### src/rtl/alpe_pkg.sv
// alpe_pkg: shared types, register codes and pulse helper for the led pulse encoder
// no dependencies; imported by every module under rtl

package alpe_pkg;

    localparam int COUNT_WIDTH = 10;
    localparam int ADDR_WIDTH  = 4;
    localparam int DATA_WIDTH  = 32;

    localparam logic [1:0] REG_BIT_PERIOD = 2'd0;
    localparam logic [1:0] REG_ZERO_HIGH  = 2'd1;
    localparam logic [1:0] REG_ONE_HIGH   = 2'd2;

    localparam logic CMD_TICK  = 1'b0;
    localparam logic CMD_WRITE = 1'b1;

    localparam logic [COUNT_WIDTH-1:0] RST_BIT_PERIOD = COUNT_WIDTH'(30);
    localparam logic [COUNT_WIDTH-1:0] RST_ZERO_HIGH  = COUNT_WIDTH'(8);
    localparam logic [COUNT_WIDTH-1:0] RST_ONE_HIGH   = COUNT_WIDTH'(17);

    localparam logic [3:0] BITS_PER_BYTE = 4'd8;

    typedef struct packed {
        logic [COUNT_WIDTH-1:0] bit_period_cycles;
        logic [COUNT_WIDTH-1:0] zero_high_cycles;
        logic [COUNT_WIDTH-1:0] one_high_cycles;
    } t_cfg;

    // line is high while the cycle count is below the pulse length clipped to the period
    function automatic logic pulse_level(input logic msb,
                                         input logic [COUNT_WIDTH-1:0] cycle,
                                         input t_cfg cfg);
        logic [COUNT_WIDTH-1:0] high;
        high = msb ? cfg.one_high_cycles : cfg.zero_high_cycles;
        return (cycle < high) && (cycle < cfg.bit_period_cycles);
    endfunction

endpackage

### src/rtl/alpe_in_if.sv
// alpe_in_if: input channel carrying commands and pixel bytes
// depends on nothing

interface alpe_in_if;
    logic       valid;
    logic       ready;
    logic       cmd;
    logic [7:0] pixel_byte;
    logic       last_byte;

    modport source (output valid, cmd, pixel_byte, last_byte, input ready);
    modport sink   (input valid, cmd, pixel_byte, last_byte, output ready);
endinterface

### src/rtl/alpe_out_if.sv
// alpe_out_if: result channel carrying line level and status flags
// depends on nothing

interface alpe_out_if;
    logic valid;
    logic ready;
    logic line_level;
    logic holding_empty;
    logic busy_res;
    logic write_accepted;
    logic frame_done;

    modport source (output valid, line_level, holding_empty, busy_res, write_accepted,
                    frame_done, input ready);
    modport sink   (input valid, line_level, holding_empty, busy_res, write_accepted,
                    frame_done, output ready);
endinterface

### src/rtl/addressable_led_pulse_encoder_unit.sv
// addressable_led_pulse_encoder_unit: top level of the single-wire led strip transmitter
// depends on alpe_pkg, alpe_in_if, alpe_out_if, alpe_cfg, alpe_core
//
// usage:
//   input channel i_in carries one command per transfer: a tick (one line clock)
//   or a pixel byte write into the one-byte holding register, with a frame-end mark
//   output channel o_out returns exactly one result per input transfer: line level,
//   holding register empty, busy, write accepted and frame done
//   apb port sets bit period and the high times of zero and one bits; reads return them
// timing:
//   an input transfer is captured in the input register, processed by the state logic
//   once the result register is free or being taken, and lands in the result register
//   one transfer per cycle sustained while o_out.ready stays high; the single state
//   update per item is the loop that sets this figure
// reset:
//   synchronous active-low; clears holding and shift state, counters and both channel
//   stages; registers return to period 30, zero high 8, one high 17
// stall:
//   when o_out.ready is low the result register holds, the input register fills and
//   i_in.ready drops; no state advances until the result transfer completes

module addressable_led_pulse_encoder_unit
    import alpe_pkg::*;
(
    input  logic                  i_clk,
    input  logic                  i_rst_n,
    alpe_in_if.sink               i_in,
    alpe_out_if.source            o_out,
    input  logic                  psel,
    input  logic                  penable,
    input  logic                  pwrite,
    input  logic [ADDR_WIDTH-1:0] paddr,
    input  logic [DATA_WIDTH-1:0] pwdata,
    output logic [DATA_WIDTH-1:0] prdata,
    output logic                  pready
);

    t_cfg cfg;

    alpe_cfg u_cfg (
        .i_clk   (i_clk),
        .i_rst_n (i_rst_n),
        .psel    (psel),
        .penable (penable),
        .pwrite  (pwrite),
        .paddr   (paddr),
        .pwdata  (pwdata),
        .prdata  (prdata),
        .pready  (pready),
        .o_cfg   (cfg)
    );

    alpe_core u_core (
        .i_clk   (i_clk),
        .i_rst_n (i_rst_n),
        .i_cfg   (cfg),
        .i_in    (i_in),
        .o_out   (o_out)
    );

endmodule

### src/rtl/alpe_cfg.sv
// alpe_cfg: apb register block for bit period and pulse lengths
// depends on alpe_pkg

module alpe_cfg
    import alpe_pkg::*;
(
    input  logic                  i_clk,
    input  logic                  i_rst_n,
    input  logic                  psel,
    input  logic                  penable,
    input  logic                  pwrite,
    input  logic [ADDR_WIDTH-1:0] paddr,
    input  logic [DATA_WIDTH-1:0] pwdata,
    output logic [DATA_WIDTH-1:0] prdata,
    output logic                  pready,
    output t_cfg                  o_cfg
);

    t_cfg       r_cfg;
    t_cfg       n_cfg;
    logic [1:0] reg_idx;
    logic       wr_en;

    assign reg_idx = paddr[3:2];
    assign wr_en   = psel && penable && pwrite;
    assign pready  = 1'b1;
    assign o_cfg   = r_cfg;

    always_comb begin
        n_cfg = r_cfg;
        if (wr_en) begin
            unique case (reg_idx)
                REG_BIT_PERIOD: n_cfg.bit_period_cycles = pwdata[COUNT_WIDTH-1:0];
                REG_ZERO_HIGH:  n_cfg.zero_high_cycles  = pwdata[COUNT_WIDTH-1:0];
                REG_ONE_HIGH:   n_cfg.one_high_cycles   = pwdata[COUNT_WIDTH-1:0];
                default:        n_cfg = r_cfg;
            endcase
        end
    end

    always_comb begin
        unique case (reg_idx)
            REG_BIT_PERIOD: prdata = DATA_WIDTH'(r_cfg.bit_period_cycles);
            REG_ZERO_HIGH:  prdata = DATA_WIDTH'(r_cfg.zero_high_cycles);
            REG_ONE_HIGH:   prdata = DATA_WIDTH'(r_cfg.one_high_cycles);
            default:        prdata = '0;
        endcase
    end

    always_ff @(posedge i_clk) begin
        if (!i_rst_n) begin
            r_cfg.bit_period_cycles <= RST_BIT_PERIOD;
            r_cfg.zero_high_cycles  <= RST_ZERO_HIGH;
            r_cfg.one_high_cycles   <= RST_ONE_HIGH;
        end else begin
            r_cfg <= n_cfg;
        end
    end

endmodule

### src/rtl/alpe_core.sv
// alpe_core: input register, holding and shift state, bit timing and result register
// depends on alpe_pkg, alpe_in_if, alpe_out_if

module alpe_core
    import alpe_pkg::*;
(
    input  logic        i_clk,
    input  logic        i_rst_n,
    input  t_cfg        i_cfg,
    alpe_in_if.sink     i_in,
    alpe_out_if.source  o_out
);

    logic                   r_in_vld;
    logic                   r_in_cmd;
    logic [7:0]             r_in_byte;
    logic                   r_in_last;

    logic [7:0]             r_hold_byte, n_hold_byte;
    logic                   r_hold_full, n_hold_full;
    logic                   r_hold_last, n_hold_last;
    logic [7:0]             r_shift_byte, n_shift_byte;
    logic [3:0]             r_bits_left, n_bits_left;
    logic                   r_shift_last, n_shift_last;
    logic [COUNT_WIDTH-1:0] r_cycle, n_cycle;
    logic                   r_done, n_done;

    logic                   r_out_vld;
    logic                   r_level, n_level;
    logic                   r_empty;
    logic                   r_busy;
    logic                   r_acc, n_acc;
    logic                   r_fdone;

    logic                   advance;
    logic [COUNT_WIDTH:0]   next_cycle;

    assign advance    = r_in_vld && (!r_out_vld || o_out.ready);
    assign i_in.ready = !r_in_vld || advance;

    always_comb begin
        n_hold_byte  = r_hold_byte;
        n_hold_full  = r_hold_full;
        n_hold_last  = r_hold_last;
        n_shift_byte = r_shift_byte;
        n_bits_left  = r_bits_left;
        n_shift_last = r_shift_last;
        n_cycle      = r_cycle;
        n_done       = r_done;
        n_acc        = 1'b0;
        n_level      = 1'b0;
        next_cycle   = '0;
        if (r_in_cmd == CMD_WRITE) begin
            if (!r_hold_full) begin
                n_hold_byte = r_in_byte;
                n_hold_full = 1'b1;
                n_hold_last = r_in_last;
                n_done      = 1'b0;
                n_acc       = 1'b1;
            end
            if (r_bits_left == '0 && n_hold_full) begin
                n_level = pulse_level(n_hold_byte[7], '0, i_cfg);
            end else begin
                n_level = (r_bits_left != '0) && pulse_level(r_shift_byte[7], r_cycle, i_cfg);
            end
        end else begin
            // load a waiting byte at the start of the tick
            if (r_bits_left == '0 && r_hold_full) begin
                n_shift_byte = r_hold_byte;
                n_shift_last = r_hold_last;
                n_bits_left  = BITS_PER_BYTE;
                n_cycle      = '0;
                n_hold_full  = 1'b0;
            end
            next_cycle = {1'b0, n_cycle} + 1'b1;
            n_level = (n_bits_left != '0) && pulse_level(n_shift_byte[7], n_cycle, i_cfg);
            if (n_bits_left != '0) begin
                if (next_cycle >= {1'b0, i_cfg.bit_period_cycles}) begin
                    n_cycle      = '0;
                    n_shift_byte = {n_shift_byte[6:0], 1'b0};
                    n_bits_left  = n_bits_left - 1'b1;
                    if (n_bits_left == '0 && n_shift_last) begin
                        n_done = 1'b1;
                    end
                end else begin
                    n_cycle = next_cycle[COUNT_WIDTH-1:0];
                end
            end
        end
    end

    always_ff @(posedge i_clk) begin
        if (!i_rst_n) begin
            r_in_vld     <= 1'b0;
            r_hold_byte  <= '0;
            r_hold_full  <= 1'b0;
            r_hold_last  <= 1'b0;
            r_shift_byte <= '0;
            r_bits_left  <= '0;
            r_shift_last <= 1'b0;
            r_cycle      <= '0;
            r_done       <= 1'b0;
            r_out_vld    <= 1'b0;
        end else begin
            if (i_in.ready) begin
                r_in_vld <= i_in.valid;
            end
            if (advance) begin
                r_hold_byte  <= n_hold_byte;
                r_hold_full  <= n_hold_full;
                r_hold_last  <= n_hold_last;
                r_shift_byte <= n_shift_byte;
                r_bits_left  <= n_bits_left;
                r_shift_last <= n_shift_last;
                r_cycle      <= n_cycle;
                r_done       <= n_done;
                r_out_vld    <= 1'b1;
            end else if (o_out.ready) begin
                r_out_vld <= 1'b0;
            end
        end
    end

    always_ff @(posedge i_clk) begin
        if (i_in.valid && i_in.ready) begin
            r_in_cmd  <= i_in.cmd;
            r_in_byte <= i_in.pixel_byte;
            r_in_last <= i_in.last_byte;
        end
        if (advance) begin
            r_level <= n_level;
            r_empty <= !n_hold_full;
            r_busy  <= n_hold_full || (n_bits_left != '0);
            r_acc   <= n_acc;
            r_fdone <= n_done;
        end
    end

    assign o_out.valid          = r_out_vld;
    assign o_out.line_level     = r_level;
    assign o_out.holding_empty  = r_empty;
    assign o_out.busy_res       = r_busy;
    assign o_out.write_accepted = r_acc;
    assign o_out.frame_done     = r_fdone;

    a_bits_range: assert property (@(posedge i_clk) disable iff (!i_rst_n)
        r_bits_left <= BITS_PER_BYTE)
        else $error("bit counter above byte length");

    a_idle_cycle: assert property (@(posedge i_clk) disable iff (!i_rst_n)
        r_bits_left == '0 |-> r_cycle == '0)
        else $error("cycle counter running while shifter idle");

    a_acc_clears_done: assert property (@(posedge i_clk) disable iff (!i_rst_n)
        (r_out_vld && r_acc) |-> !r_fdone)
        else $error("frame done left set by an accepted write");

    a_stall_hold: assert property (@(posedge i_clk) disable iff (!i_rst_n)
        (r_out_vld && !o_out.ready) |=> $stable(r_bits_left) && $stable(r_hold_full))
        else $error("state moved while result stalled");

endmodule
### src/flat_wrapper.sv
// flat-port wrapper written by rule: the top's interface ports become plain ports
module addressable_led_pulse_encoder_unit_flat import alpe_pkg::*;
  (i_clk, i_rst_n, psel, penable, pwrite, paddr, pwdata, prdata, pready, i_in_valid, i_in_cmd, i_in_pixel_byte, i_in_last_byte, i_in_ready, o_out_valid, o_out_line_level, o_out_holding_empty, o_out_busy_res, o_out_write_accepted, o_out_frame_done, o_out_ready);
  alpe_in_if i_in_i ();
  alpe_out_if o_out_i ();
  input  logic i_clk;
  input  logic i_rst_n;
  input  logic psel;
  input  logic penable;
  input  logic pwrite;
  input  logic [ADDR_WIDTH-1:0] paddr;
  input  logic [DATA_WIDTH-1:0] pwdata;
  output logic [DATA_WIDTH-1:0] prdata;
  output logic pready;
  input wire logic [$bits(i_in_i.valid)-1:0] i_in_valid;
  input wire logic [$bits(i_in_i.cmd)-1:0] i_in_cmd;
  input wire logic [$bits(i_in_i.pixel_byte)-1:0] i_in_pixel_byte;
  input wire logic [$bits(i_in_i.last_byte)-1:0] i_in_last_byte;
  output wire logic [$bits(i_in_i.ready)-1:0] i_in_ready;
  output wire logic [$bits(o_out_i.valid)-1:0] o_out_valid;
  output wire logic [$bits(o_out_i.line_level)-1:0] o_out_line_level;
  output wire logic [$bits(o_out_i.holding_empty)-1:0] o_out_holding_empty;
  output wire logic [$bits(o_out_i.busy_res)-1:0] o_out_busy_res;
  output wire logic [$bits(o_out_i.write_accepted)-1:0] o_out_write_accepted;
  output wire logic [$bits(o_out_i.frame_done)-1:0] o_out_frame_done;
  input wire logic [$bits(o_out_i.ready)-1:0] o_out_ready;
  assign i_in_i.valid = i_in_valid;
  assign i_in_i.cmd = i_in_cmd;
  assign i_in_i.pixel_byte = i_in_pixel_byte;
  assign i_in_i.last_byte = i_in_last_byte;
  assign i_in_ready = i_in_i.ready;
  assign o_out_valid = o_out_i.valid;
  assign o_out_line_level = o_out_i.line_level;
  assign o_out_holding_empty = o_out_i.holding_empty;
  assign o_out_busy_res = o_out_i.busy_res;
  assign o_out_write_accepted = o_out_i.write_accepted;
  assign o_out_frame_done = o_out_i.frame_done;
  assign o_out_i.ready = o_out_ready;
  addressable_led_pulse_encoder_unit u_core (.i_clk(i_clk), .i_rst_n(i_rst_n), .i_in(i_in_i), .o_out(o_out_i), .psel(psel), .penable(penable), .pwrite(pwrite), .paddr(paddr), .pwdata(pwdata), .prdata(prdata), .pready(pready));
endmodule
### config.mk
export PLATFORM = sky130hd
export DESIGN_NAME = addressable_led_pulse_encoder_unit_flat
export DESIGN_NICKNAME = d
export VERILOG_FILES = /design/src/rtl/alpe_pkg.sv /design/src/rtl/alpe_in_if.sv /design/src/rtl/alpe_out_if.sv /design/src/rtl/addressable_led_pulse_encoder_unit.sv /design/src/rtl/alpe_cfg.sv /design/src/rtl/alpe_core.sv /design/src/flat_wrapper.sv
export SDC_FILE = /design/constraint.sdc
export NUM_CORES = 1
export LEC_CHECK = 0
export ABC_AREA = 1
export BUFFER_PORTS_ARGS = -buffer_cell sky130_fd_sc_hd__clkbuf_2
export CAP_MARGIN = 20
export CORE_MARGIN = 2
export CORE_UTILIZATION = 45
export DETAILED_ROUTE_END_ITERATION = 8
export GPL_TIMING_DRIVEN = 0
export PLACE_DENSITY = 0.62
export SYNTH_ARGS = -nofsm -noshare
export SYNTH_HDL_FRONTEND = slang
export SYNTH_SLANG_ARGS = --single-unit
### constraint.sdc
create_clock -name i_clk -period 4.1 [get_ports i_clk]
set_clock_uncertainty 0.2 [all_clocks]
set_input_delay 0.615 -clock i_clk [delete_from_list [all_inputs] [get_ports i_clk]]
set_output_delay 0.615 -clock i_clk [all_outputs]
set_load 0.01 [all_outputs]
Yosys cells after proc, flatten, opt, wreduce, memory -nomap -nowiden. Index checks and enable logic that the tools add are counted.

Bits in registers: 81. Input bits: 53. Output and inout bits: 40. Word-level logic and storage cells: 102.

$add $sub $neg: 2. $lt $le $gt $ge: 7. Equality and inequality tests: 3. Multiplexer cells: 34. Bitwise logic cells: 2. Reductions and logical operators: 32.

Operators by type and width (count): 2-to-1 mux 10 bit (7); 2-to-1 mux 8 bit (6); < comparator 10 bit (4); case mux 10 bit (3 select lines) (1); < comparator 1 x 10 -> 1 bit, first input constant (2); 2-to-1 mux 4 bit (5); 2-to-1 mux 1 bit (15); logical AND 1 bit (12); nonzero test 4 bit (3); adder 10 x 1 -> 11 bit, second input constant (1); greater-or-equal comparator 11 x 10 -> 1 bit (1); AND reduction 2 bit (5); logical NOT 4 bit (2); AND reduction 3 bit (2); subtractor 4 x 1 -> 4 bit, second input constant (1); logical NOT 1 bit (3); logical OR 1 bit (3); == test 2 x 1 -> 1 bit, second input constant (1); == test 2 bit, second input constant (1); logical NOT 2 bit (1); != test 2 bit, second input constant (1); inverter 1 bit (2); nonzero test 2 bit (1).

Logic depth before layout (Yosys ltp). Gate-level depths: netlist (run 1).

Depth in word-level cells: 11. Mapped depth: 26. Gate-level depth less buffers: 26.

Hierarchy. Synthesis (run 1) repeated with hierarchy kept, for this count alone.

Cell total of the unflattened synthesis: 794. Area total of the unflattened synthesis: 5550.3 sq um.

Modules (own cells, without submodules): alpe_core (times used 1, cells each 551, area an instance 3902.5 sq um, sequential area each 1171.1 sq um); alpe_cfg (times used 1, cells each 243, area an instance 1647.8 sq um, sequential area each 600.6 sq um).

Worst setup path before layout (run 1). Ideal clock, no wire load.

Path kind: register -> register. From: register u_core.u_core.r_bits_left[0]. To: register u_core.u_core.r_busy (netlist: u_core.u_core.o_out.busy_res) (data pin). Arrival: 2848 ps. Path slack: 792 ps. Cell stages (with the launch flop): 25. Cell sequence: dfxtp_1 inv_1 ha_1 nand3_4 nand2_4 nor2_4 nand2_2 nor2_4 nand2_1 nor2_1 xor2_1 inv_1 ha_1 nand2_1 nor2_1 a31o_2 inv_1 nand2_1 inv_2 nand2_4 buf_6 a21boi_1 nor2_1 nor2_1 nand3_1.

Cells in the longest elaborated chain, start to end: 11.

RTL lines: start, declared (RTL line alpe_core.sv:23) `logic [3:0] r_bits_left, n_bits_left;`; start signal, assigned (RTL line alpe_core.sv:113) `r_bits_left <= n_bits_left;`; logical NOT 4 bit (RTL line alpe_core.sv:68) `if (r_bits_left == '0 && r_hold_full) begin`; logical AND 1 bit (RTL line alpe_core.sv:68); 2-to-1 mux 10 bit (RTL line alpe_core.sv:68); 2-to-1 mux 10 bit (RTL line alpe_core.sv:53) `if (r_in_cmd == CMD_WRITE) begin`; adder 10 x 1 -> 11 bit (RTL line alpe_core.sv:75) `next_cycle = {1'b0, n_cycle} + 1'b1;`; greater-or-equal comparator 11 x 10 -> 1 bit (RTL line alpe_core.sv:78) `if (next_cycle >= {1'b0, i_cfg.bit_period_cycles}) begin`; 2-to-1 mux 4 bit (RTL line alpe_core.sv:78); 2-to-1 mux 4 bit (RTL line alpe_core.sv:77) `if (n_bits_left != '0) begin`; 2-to-1 mux 4 bit (RTL line alpe_core.sv:53); nonzero test 4 bit (RTL line alpe_core.sv:133) `r_busy <= n_hold_full || (n_bits_left != '0);`; logical OR 1 bit (*) (RTL line alpe_core.sv:133); end signal, assigned (RTL line alpe_core.sv:133); end, declared (RTL line alpe_core.sv:31) `logic r_busy;`.

Mark *: on every way between the ends. The rest lies on a longest branch, timed or not. The select of a mux whose other input is x is not followed. A chain may end at the register's enable or synchronous reset.

Worst setup path after layout (run 1). Same ends and word-level chain as after synthesis.

==> results of run 1 <==
synth_stat cells, drive strengths merged:
cell / instances / area, um2
conb: 2 / 7.51
a21boi: 2 / 15.0
clkbuf: 18 / 67.6
o211ai: 11 / 82.6
ha: 48 / 601
nor2: 53 / 221
nand3: 42 / 233
edfxtp: 15 / 450
dfxtp: 66 / 1320
inv: 82 / 308
a31oi: 9 / 56.3
o21a: 1 / 7.51
o221ai: 10 / 87.6
a221oi: 1 / 8.76
o41ai: 1 / 8.76
o21bai: 1 / 7.51
nor3: 4 / 20.0
buf: 30 / 226
nand4: 8 / 50.1
xnor2: 2 / 17.5
mux2i: 5 / 50.1
a21oi: 68 / 340
nand3b: 2 / 15.0
o21ai: 78 / 390
xor2: 2 / 17.5
o31ai: 1 / 7.51
nor4: 5 / 31.3
nand2: 150 / 588
or2: 1 / 6.26
clkinv: 4 / 15.0
a31o: 1 / 8.76
how the worst min path moves through the flow:
stage / start / endpoint / slack, ns / cells after the start
floorplan: u_core.u_core.r_hold_byte[0] / u_core.u_core.r_hold_byte[0] / 0.22 / 2
global placement: u_core.u_core.r_hold_byte[0] / u_core.u_core.r_hold_byte[0] / 0.25 / 2
detailed placement: u_core.u_core.r_in_byte[6] / u_core.u_core.r_hold_byte[6] / 0.26 / 2
CTS: i_in_pixel_byte[7] / u_core.u_core.r_in_byte[7] / 0.24 / 1
global route: i_in_pixel_byte[7] / u_core.u_core.r_in_byte[7] / 0.23 / 1
finish: i_in_pixel_byte[7] / u_core.u_core.r_in_byte[7] / 0.25 / 1
per-layer routing:
metal  vias up  global-route usage (%)  routed length (um)  share of wire, %
met5         -                       0                   0                 0
met4         0                    5.93                 165               1.2
met3        13                    3.67                 936               6.6
met2       172                    38.2                6560                46
met1      2327                    30.6                6580                46
li1       2563                       -                   -                 -
flip-flops by register name (all words and copies together), names as in the netlist:
name,count
u_core.u_core.r_in_byte,8
u_core.u_core.o_out.holding_empty,1
u_core.u_core.r_hold_byte,8
u_core.u_core.r_shift_last,1
u_core.u_core.o_out.frame_done,1
u_core.u_core.r_in_cmd,1
u_core.u_core.r_shift_byte,8
u_core.u_cfg.o_cfg,30
u_core.u_core.o_out.busy_res,1
u_core.u_core.r_done,1
u_core.u_core.r_hold_last,1
u_core.u_core.o_out.valid,1
u_core.u_core.o_out.write_accepted,1
u_core.u_core.r_cycle,10
u_core.u_core.r_hold_full,1
u_core.u_core.r_bits_left,4
u_core.u_core.o_out.line_level,1
u_core.u_core.r_in_vld,1
u_core.u_core.r_in_last,1
layout make-up:
| class | instances | area, um2 | share of cell area (%) |
|---|---|---|---|
| Inverter | 86 | 323 | 5.33 |
| Timing Repair Buffer | 45 | 225 | 3.72 |
| Clock buffer | 9 | 225 | 3.72 |
| Tap cell | 143 | 179 | 2.96 |
| Buffer | 48 | 294 | 4.86 |
| Multi-Input combinational cell | 529 | 2960 | 48.9 |
| Sequential cell | 81 | 1770 | 29.3 |
| Clock inverter | 7 | 76.3 | 1.26 |
critical path: stages (launching register included):
cell and delay [ns]:
dfxtp_1 0.36, inv_1 0.10, ha_1 0.29, nand3_4 0.18, nand2_4 0.12, nor2_4 0.11, nand2_2 0.08, nor2_4 0.16
inv_1 0.09, nor2_1 0.17, nand2_1 0.10, xor2_1 0.19, ha_1 0.29, nand2_1 0.07, nor2_1 0.04, a31o_2 0.23
inv_1 0.05, nand2_1 0.07, inv_2 0.08, nand2_4 0.07, buf_6 0.15, a21boi_1 0.12, nor2_1 0.07, nor2_1 0.08
nand3_1 0.06
through the flow:
step,cells,util [%],power (mW),instance area [um2]
after floorplan,744,-,1.16,5350
after global placement,932,50.4,1.26,5750
after detailed placement,932,50.4,1.27,5750
after CTS,948,53.0,2.09,6050
after global routing,948,53.0,2.18,6050
final,948,53.0,2.08,6050
logic make-up (layout without fill, tap and decap cells):
| kind of cell | Yosys count | after routing | share of synthesized area, % |
|---|---|---|---|
| compound gates | 184 | 184 | 19.4 |
| xor+xnor | 4 | 4 | 0.665 |
| fa+ha+maj | 48 | 48 | 11.4 |
| buf+inv | 134 | 195 | 11.7 |
| flops | 81 | 81 | 33.6 |
| mux | 5 | 5 | 0.950 |
| other cells | 2 | 23 | 0.143 |
| simple gates | 265 | 265 | 22.1 |
power groups by stage:
| stage | Clock, mW | Combinational, mW | Sequential (mW) |
|---|---|---|---|
| 5_1_grt | 0.867 | 0.437 | 0.872 |
| 3_3_place_gp | 0 | 0.372 | 0.884 |
| 6_report | 0.820 | 0.387 | 0.869 |
| 3_5_place_dp | 0 | 0.383 | 0.886 |
| 2_1_floorplan | 0 | 0.276 | 0.880 |
| 4_1_cts | 0.833 | 0.385 | 0.868 |
==> reports/results.txt, run 1 <==
Mean Syn Cell Area: 7.29 um2
Most frequent cells in the layout: nand2_1, inv_1, o21ai_0, a21oi_1, dfxtp_1
Die height: 112 um
Total grt overflow: 0
Maximum vdd drop: 0.217 mV
Largest net degree at the start of global routing: 16
Yosys warnings: 0
DRT antenna net count: 0
Clk slew on worst S/H paths: 0.07 ns
# setup viols final: 0
DR vias: 5075
CTS tree: built
Clock latency at the later pin of the worst-skew pair: 0.34 ns
Dpl ws: 0.358 ns
# DRC: 0
Setup CP Type: reg -> reg
WL final: 14200 um
GP Congestion: 0.908
Max-cap violations: 0
ANT cells: 0
CTS sink cnt: 81
Die X: 112 um
Worst slew pin tran: 0.734 ns
Reg-to-reg critical path endpoint: u_core.u_core.o_out.busy_res
Via-per-instance ratio: 5.35
Achievable Freq: 0.266 GHz
Top-Level Pins: 93
Final Hold Viols: 0
I/O Buffers: 45
Leakage dissipation: 2.85 nW
Netlist Area Pre-Place: 5270 um2
Rows: 39
Cell variety after synth: 42
Final worst-path cycle share: 91.8%
Initial drt markers: 272
First-pass GRT wire length: 23100 um
Maximum root-to-sink buffer count: 2
Global-route usage over all layers: 22.7%
CTS root buffer: clkbuf_16
Drt wl/cell: 15.0 um
Register area share after synthesis: 33.6%
RR Startpoint: u_core.u_core.r_bits_left[0]
Reg2Reg Depth: 24
Synth-to-Final Area Change: 14.9%
Final min period: 3.77 ns
Layout cells sized above 1: 13.8%
Unrepaired setup endpoints after global routing: no
CP arrival: 3.66 ns
Net Sw Power: 0.619 mW
Critical path endpoint category: register
Initial Util: 46.1%
Seq cells post-synth: 81
Slew Viols, Final: 0
Crit-path max FO: 10
CTS H-tree depth: 3
Flop pwr share: 41.8%
Hold WC Path Type: in -> reg
Worst setup path end: u_core.u_core.o_out.busy_res
Crit. Startpoint: u_core.u_core.r_bits_left[0]
Hold slack: 0.248 ns
Post-CTS sizing: 0
Critical Path RT: 3.99 ns
Fillers: 1144
Post-CTS setup buffer count: 0
Status: complete, no violations
Sw Ratio: 29.8%
Crit path launch type: register
Commonest non-fill, non-tap cell in the layout: nand2_1
Slew headroom: 50.9%
Setup TNS: 0 ns
CORE AREA: 11400 um2
Worst reg2reg setup slack: 0.33 ns
Pwr dens: 343 nW/um2
Hpwl dp: 11200 um
Hold_buf cts: 0
CTS buffer count: 9
Final WS setup: 0.335 ns
Clock network fraction of total power: 39.5%
Number of iterations in the first detailed-routing pass: 5
Die area: 12600 um2
Logic pwr share: 18.7%
Number of global-route vias before repair: 4814
Int Pwr: 1.46 mW
Initial antenna violation count: 0
Final nets: 901
Mapped Cells: 723
(Power assumes the default switching activity.)
==> run 2: changes to the inputs <==
--- a/config.mk
+++ b/config.mk
@@ -9,10 +9,11 @@
 export BUFFER_PORTS_ARGS = -buffer_cell sky130_fd_sc_hd__clkbuf_2
 export CAP_MARGIN = 20
 export CORE_MARGIN = 2
-export CORE_UTILIZATION = 45
+export CORE_UTILIZATION = 57
 export DETAILED_ROUTE_END_ITERATION = 8
 export GPL_TIMING_DRIVEN = 0
-export PLACE_DENSITY = 0.62
+export MAX_ROUTING_LAYER = met4
+export PLACE_DENSITY = 0.77
 export SYNTH_ARGS = -nofsm -noshare
 export SYNTH_HDL_FRONTEND = slang
 export SYNTH_SLANG_ARGS = --single-unit
==> reports/results.txt, run 2 (same netlist as run 1, synthesis figures left out) <==
WL final: 14100 um (-0.65%)
CTS sink cnt: 81 (unchanged)
Reg-to-reg critical path endpoint: u_core.u_core.o_out.busy_res
Setup CP Type: reg -> reg
Final Hold Viols: 0 (unchanged)
Drt wl/cell: 15.4 um (+2.8%)
Worst slew pin tran: 0.764 ns (+0.0307 ns)
Initial drt markers: 336 (+24%)
Slew Viols, Final: 0 (unchanged)
Crit-path max cell delay: 0.37 ns (about the same)
GRT met2 Usage: 46.0% (+7.8 points)
# DRC: 0 (unchanged)
Via-per-instance ratio: 5.61 (+4.8%)
Global-route usage over all layers: 29.4% (+6.7 points)
CTS root buffer: clkbuf_8
Critical path endpoint category: register
Slew headroom: 48.8% (-2.1 points)
Busiest grt layer: met2
Top-Level Pins: 93 (unchanged)
Final WS setup: 0.318 ns (-0.0161 ns)
Clock latency at the later pin of the worst-skew pair: 0.36 ns (+0.02 ns)
WHS Endpoint: u_core.u_core.r_in_cmd
DR vias: 5140 (+1.3%)
Overall power: 1.95 mW (-5.9%)
Clk slew on worst S/H paths: 0.10 ns (+0.03 ns)
ANT cells: 0 (unchanged)
Hold WC Path Type: in -> reg
Reg2Reg Depth: 24 (unchanged)
Layout cells sized above 1: 13.8% (unchanged)
GP Congestion: 0.977 (+7.6%)
Largest net degree at the start of global routing: 17 (+1)
Unrepaired setup endpoints after global routing: no
Crit. Startpoint: u_core.u_core.r_bits_left[0]
Die height: 100 um (-11%)
Synth-to-Final Area Change: 12.9%
Die X: 100 um (-11%)
Initial antenna violation count: 0 (unchanged)
Top cell by count, worst path: nor2_1
CTS tree: built
Final min period: 3.78 ns (+0.0161 ns)
Hold slack: 0.220 ns (-0.0284 ns)
Initial Util: 57.8% (+12 points)
Crit-path max FO: 10 (unchanged)
Hpwl dp: 11000 um (-1.1%)
I/O Buffers: 45 (unchanged)
Die area: 10000 um2 (-20%)
Hold_buf cts: 0 (unchanged)
Met1 Use GR: 39.4% (+8.9 points)
Maximum vdd drop: 0.250 mV (+15%)
Pwr dens: 329 nW/um2 (-4.1%)
Slowest CP cell: dfxtp_1
Achievable Freq: 0.264 GHz (-0.43%)
First-pass GRT wire length: 22700 um (-1.7%)
Cell-by-cell listing of the critical path: inv_1, ha_1, nand3_4, nand2_4, nor2_4, nand2_2, nor2_4, inv_1, nor2_1, nand2_1, xor2_1, ha_1, nand2_1, nor2_1, a31o_2, inv_1, nand2_1, inv_2, nand2_4, buf_6, a21boi_1, nor2_1, nor2_1, nand3_1
Max-cap violations: 0 (unchanged)
CORE AREA: 9110 um2 (-20%)
RR Startpoint: u_core.u_core.r_bits_left[0]
DRT antenna net count: 0 (unchanged)
CTS H-tree depth: 3 (unchanged)
Worst reg2reg setup slack: 0.32 ns (-0.02 ns)
Post-CTS sizing: 0 (unchanged)
Leakage dissipation: 2.82 nW (-1.0%)
Max reg flops: 30 (unchanged)
Hold path cells: 1 (unchanged)
# setup viols final: 0 (unchanged)
Met3 usage: 4.25% (+0.58 points)
Total grt overflow: 0 (unchanged)
Setup TNS: 0 ns (unchanged)
Number of iterations in the first detailed-routing pass: 5 (unchanged)
Worst hold start: i_in_cmd
Dpl ws: 0.365 ns (+0.00664 ns)
Status: complete, no violations
Number of global-route vias before repair: 4752 (-1.3%)
Critical Path RT: 4.02 ns (+0.03 ns)
Post-CTS setup buffer count: 0 (unchanged)
Commonest non-fill, non-tap cell in the layout: nand2_1
Maximum root-to-sink buffer count: 2 (unchanged)
Most frequent cells in the layout: nand2_1, inv_1, o21ai_0, a21oi_1, dfxtp_1
Crit path launch type: register
CP arrival: 3.70 ns (+0.04 ns)
CTS buffer count: 9 (unchanged)
Rows: 35 (-10%)
Final nets: 901 (unchanged)
Final worst-path cycle share: 92.2% (+0.39 points)
Placed Area: 5710 um2 (-0.70%)
Post-route cell area: 5940 um2 (-1.8%)
run 2: cell count changes in the layout (fill, tap and decap cells not counted):
cell,delta
clkbuf_8,+9
clkinvlp_4,-1
bufinv_16,+1
clkinv_8,+1
inv_6,+1
clkinv_4,-1
clkinv_2,-1
clkbuf_16,-9
run 2: per-layer routing:
layer  part of all wire [%]  routed length [um]
met3                    6.9                 972
met1                     46                6450
met5                      0                   0
met2                     46                6450
met4                    1.9                 272
run 2: power breakdown:
part / total, mW / internal [mW] / switching (mW)
clock: 0.701 / 0.355 / 0.346
sequential: 0.868 / 0.843 / 0.0246
combinational: 0.386 / 0.138 / 0.248
run 2: cell type report:
| cell class | instances | area, um2 |
|---|---|---|
| fill | 826 | 3160 |
| sequential | 81 | 1770 |
| inverter | 86 | 323 |
| clock inverter | 7 | 110 |
| timing repair buffer | 45 | 225 |
| multi-input combinational | 529 | 2960 |
| buffer | 48 | 294 |
| tap | 111 | 139 |
| clock buffer | 9 | 124 |
run 2: how the worst max path moves through the flow:
stage                                               to  cells after the start
after floorplan           u_core.u_core.o_out.busy_res                     24
after global placement    u_core.u_core.o_out.busy_res                     24
after detailed placement  u_core.u_core.o_out.busy_res                     24
after CTS                 u_core.u_core.o_out.busy_res                     24
after global routing      u_core.u_core.o_out.busy_res                     24
final                     u_core.u_core.o_out.busy_res                     24
run 2: per-stage QoR:
step / util (%) / std cells
3_5_place_dp: 62.7 / 900
5_1_grt: 65.3 / 916
6_report: 65.3 / 916
2_1_floorplan: - / 744
4_1_cts: 65.3 / 916
3_3_place_gp: 62.7 / 900
run 2: critical path, delay by kind of cell, from the launching register on:
kind                       cells  cell delay (ns)
buffers and inverters          5             0.46
adders and majority gates      2             0.61
AOI/OAI and AO/OA              2             0.35
xor gates and xnor gates       1             0.17
DFF                            1             0.37
and+or+nand+nor               14             1.37
